===== config.mk =====
export PLATFORM = sky130hd
export DESIGN_NAME = hng_controller
export DESIGN_NICKNAME = d
export VERILOG_FILES = /design/src/rtl/core/nth_hamming_number_generator_core_assert.svh /design/src/rtl/core/hng_pkg.sv /design/src/rtl/core/hng_controller.sv
export SDC_FILE = /design/constraint.sdc
export NUM_CORES = 1
export LEC_CHECK = 0
export BUFFER_PORTS_ARGS = -buffer_cell sky130_fd_sc_hd__buf_4
export CAP_MARGIN = 10
export CORE_ASPECT_RATIO = 1.1
export CORE_UTILIZATION = 35
export DETAILED_ROUTE_END_ITERATION = 16
export PLACE_DENSITY = 0.62
export SYNTH_ARGS = -nofsm -noshare
export SYNTH_HDL_FRONTEND = slang
export SYNTH_SLANG_ARGS = --single-unit

===== constraint.sdc =====
create_clock -name i_clk -period 1.3 [get_ports i_clk]
set_clock_uncertainty 0.05 [all_clocks]
set_input_delay 0.195 -clock i_clk [delete_from_list [all_inputs] [get_ports i_clk]]
set_output_delay 0.195 -clock i_clk [all_outputs]
set_load 0.05 [all_outputs]

===== src/rtl/core/nth_hamming_number_generator_core_assert.svh =====
// Assertion macros shared by the Hamming number generator core.
// Depends on a clock named i_clk and an active-low reset named i_rst_n in the user.
`ifndef NTH_HAMMING_NUMBER_GENERATOR_CORE_ASSERT_SVH
`define NTH_HAMMING_NUMBER_GENERATOR_CORE_ASSERT_SVH

// same-cycle implication
`define HNG_ASSERT_IMPL(label, ante, cons) \
    label: assert property (@(posedge i_clk) disable iff (!i_rst_n) (ante) |-> (cons)) \
        else $error("assertion failed: label");

// next-cycle implication
`define HNG_ASSERT_NEXT(label, ante, cons) \
    label: assert property (@(posedge i_clk) disable iff (!i_rst_n) (ante) |=> (cons)) \
        else $error("assertion failed: label");

`endif


===== src/rtl/core/hng_pkg.sv =====
// Shared widths and controller/datapath interface structs for the Hamming core.
// No dependencies.
package hng_pkg;

    localparam int IDX_W  = 11;   // request index width
    localparam int VAL_W  = 31;   // stored / returned value width
    localparam int PROD_W = 34;   // widest candidate product (value * 5)

    typedef struct packed {
        logic accept;    // latch request index
        logic init;      // seed entry 0 with 1
        logic rd23;      // read entries at pointer_two / pointer_three
        logic rd5;       // read entry at pointer_five, form x2 / x3 products
        logic prod5;     // form x5 product
        logic merge;     // write minimum, advance pointers
        logic rd_out;    // read requested entry
        logic load_out;  // register result and strobe it
        logic load_err;  // register error result and strobe it
    } t_cmd;

    typedef struct packed {
        logic req_bad;      // incoming index is 0 or beyond depth
        logic fill_zero;    // table is empty
        logic req_pending;  // incoming index lies beyond the filled part
        logic more;         // another merge step is needed after this one
    } t_status;

endpackage


===== src/rtl/core/hng_controller.sv =====
// Controller state machine of the Hamming core: sequences seed, merge steps and readout.
// Depends on hng_pkg.
module hng_controller (
    input  logic             i_clk,
    input  logic             i_rst_n,
    input  logic             start,
    output logic             busy,
    input  hng_pkg::t_status i_status,
    output hng_pkg::t_cmd    o_cmd
);
    import hng_pkg::*;

    typedef enum logic [7:0] {
        S_IDLE  = 8'b0000_0001,
        S_INIT  = 8'b0000_0010,
        S_RD23  = 8'b0000_0100,
        S_RD5   = 8'b0000_1000,
        S_PROD5 = 8'b0001_0000,
        S_MERGE = 8'b0010_0000,
        S_RDOUT = 8'b0100_0000,
        S_LOAD  = 8'b1000_0000
    } t_state;

    t_state r_state;
    t_state n_state;

    always_comb begin
        n_state = r_state;
        o_cmd   = '0;
        unique case (r_state)
            S_IDLE: begin
                if (start) begin
                    if (i_status.req_bad) begin
                        o_cmd.load_err = 1'b1;
                    end else begin
                        o_cmd.accept = 1'b1;
                        if (i_status.fill_zero) begin
                            n_state = S_INIT;
                        end else if (i_status.req_pending) begin
                            n_state = S_RD23;
                        end else begin
                            n_state = S_RDOUT;
                        end
                    end
                end
            end
            S_INIT: begin
                o_cmd.init = 1'b1;
                n_state    = i_status.more ? S_RD23 : S_RDOUT;
            end
            S_RD23: begin
                o_cmd.rd23 = 1'b1;
                n_state    = S_RD5;
            end
            S_RD5: begin
                o_cmd.rd5 = 1'b1;
                n_state   = S_PROD5;
            end
            S_PROD5: begin
                o_cmd.prod5 = 1'b1;
                n_state     = S_MERGE;
            end
            S_MERGE: begin
                o_cmd.merge = 1'b1;
                n_state     = i_status.more ? S_RD23 : S_RDOUT;
            end
            S_RDOUT: begin
                o_cmd.rd_out = 1'b1;
                n_state      = S_LOAD;
            end
            S_LOAD: begin
                o_cmd.load_out = 1'b1;
                n_state        = S_IDLE;
            end
            default: begin
                n_state = S_IDLE;
            end
        endcase
    end

    always_ff @(posedge i_clk) begin
        if (!i_rst_n) begin
            r_state <= S_IDLE;
        end else begin
            r_state <= n_state;
        end
    end

    assign busy = (r_state != S_IDLE);

endmodule


==> metrics.cfg <==
[run_status]
status = complete, but fails checks
violations = setup timing

[power_and_ir_drop]
p_int_uw = 560
clkPwrFrac = 0.223
p_sw_uw = 317
p_leak_nw = 0.434
comb_power_share = 0.470
pwr-share-seq = 0.307
swShare = 0.362
vdd_ir_drop_max_mv = 0.599
cellPowerDensity_nw_per_um2 = 842

[floorplanning]
die_area_um2 = 1590
die_h_um = 41.7
ios = 17
core_um2 = 1250
row_count = 13
initial_core_util = 0.400
die_x_um = 38.1

[global_route]
grt_max_degree = 8
grt_pass1_wl_um = 2380
grt_pass1_vias = 574
track_usage = 0.208
overflow = 0
antenna_found_initial = 0

[layout]
multiInputGateArea_um2 = 450
diodes = 0
utilization = 0.832
regArea_um2 = 171
layout.nets = 110
drive_above_1_share = 0.743
regMostFlops = r_state
syn_to_final_growth_pct = 108
final_area_um2 = 1040
reg.largest.list = r_state (8)
fillCellCount = 78
largest_reg_flops = 8

[clocking]
path_clk_slew_ns = 0.06
cts.sinks = 8
clock_latency_ns = 0.26
numCtsBuffers = 3
htreeDepth = 1
cts-root-buf = clkbuf_4
hold_buffers = 0
cts_tree = yes
clockBufferDepth = 2

[logic_synthesis]
syn_inst = 59
synth_cell_type_count = 25
ys_async_sr_fraction = 0
ys_top_cells_by_count = dfxtp_1 (8), nor2_1 (8), nand2_1 (4), nor3_1 (4)
syn_nets = 66
synth_top_area_frac = 0.320
synth_area_leaders = dfxtp_1 (32%), nor2_1 (6.0%), xor2_1 (5.2%)
synth-edff-count = 0
synth_ff_type = dfxtp_1
yosysSeqAreaShare = 0.320
yosysWarnings = 0
synth_top_area_cell = dfxtp_1
ys_ff_latch = 8
synth.cell_area_um2 = 500
avgSynthCellArea_um2 = 8.48

[timing]
final_max_slew_viol_count = 0
setup_viol = 17
postLayoutSetupSlackWorst_ns = -0.372
slew_headroom = 0.814
rsz0062_at_grt = yes
fin_crit_sh = 1.29
hold_viol_final = 0
tightest_slew_ns = 0.279
fin_setup_tns_ns = -3.71
fmax_ghz = 0.598
period_minus_slack_ns = 1.67

[drt]
vias = 618
wl_um = 1710
m1WireLength_um = 695
top_layer = met4
ant_nets = 0
firstDrtPassIters = 4
first_iter_violations = 2
vias_per_cell = 5.33
routed_wire_length_per_instance_um = 14.8
wl_met3_um = 66
drc_errors = 0
routed-wl-met2_um = 939

[critical_path]
critPathLaunch = r_state[6]
crit_arrival_ns = 1.43
rr_startpoint = r_state[2]
crit_fanout = 3
cp.required_ns = 1.05
worstSetupEndpointType = output port
critPathLaunchType = flip-flop
critPathKind = reg2out

[run]
maxCapViolCount = 0

[placed_design]
gp_congestion = 0.808
dpl-instance-area_um2 = 855
hpwl_um = 1070
portBuffers = 16

[worst_hold_path]
min_from = i_rst_n
hold_class = in2reg

-- cells by family (layout without fill, tap and decap cells) --
| kind of cell | Yosys count | in the layout | share of synthesized area |
|---|---|---|---|
| AND/OR/NAND/NOR | 38 | 38 | 0.488 |
| XOR/XNOR | 3 | 3 | 0.0525 |
| AO/OA/AOI/OAI | 6 | 6 | 0.0875 |
| buffers and inverters | 4 | 46 | 0.0525 |
| flip-flops | 8 | 8 | 0.320 |
-- per-layer routing --
layer  global-route usage  vias up
met2                0.363       15
met5                    0        -
li1                     -      302
met4               0.0429        0
met1                0.241      299
met3               0.0642        2
-- worst max-delay path, cell delays in order (launching register included) --
cell     delay [ns]
dfxtp_2        0.33
nor3_4         0.24
buf_4          0.16
nand2_4        0.06
nor3b_4        0.20
buf_6          0.18
-- power groups by stage --
stage / Sequential, mW / Combinational [mW] / Clock [mW]
2_1_floorplan: 0.271 / 0.204 / 0
3_3_place_gp: 0.270 / 0.318 / 0
3_5_place_dp: 0.271 / 0.322 / 0
4_1_cts: 0.269 / 0.386 / 0.193
5_1_grt: 0.270 / 0.432 / 0.214
6_report: 0.270 / 0.413 / 0.195
-- through the flow --
step           total power [mW]  instances  hold WS, ns  worst slack [ns]
5_1_grt                   0.916        116        0.175            -0.422
6_report                  0.878        116        0.171            -0.372
3_5_place_dp              0.593        106        0.417            -0.113
2_1_floorplan             0.475         59        0.278            -0.280
4_1_cts                   0.848        114        0.146            -0.353
3_3_place_gp              0.588        106        0.419            -0.112
-- path summary, 6_finish.rpt --
check / end / slack (ns) / cells past startpoint
max: o_cmd[7] / -0.37 / 5
min: r_state[7] / 0.17 / 3
max reg2reg: r_state[3] / -0.13 / 6
min reg2reg: r_state[6] / 0.55 / 3
-- layout by cell type (no fill, tap or decap), types with 3 or more instances in the layout --
master / n
nand2b_1: 3
nand4_1: 3
xor2_1: 3
nor2_4: 4
dfxtp_2: 6
nor2_1: 3
nand2_1: 3
nor3_4: 4
buf_4: 27
clkbuf_4: 3
buf_8: 3
buf_6: 11
-- final cells by class --
type | instances | area share
clock buffer | 3 | 0.0216
inverter | 2 | 0.00720
multi-input combinational | 47 | 0.432
sequential | 8 | 0.164
tap | 15 | 0.0180
timing repair buffer | 41 | 0.357
-- timing repair --
item                                    CTS  global route
pin swaps                                11             0
setup buffers                             5             2
endpoints found under the setup margin   16            17
gates resized for setup                  26             5
Note: power is estimated with default switching activity, not from simulation.
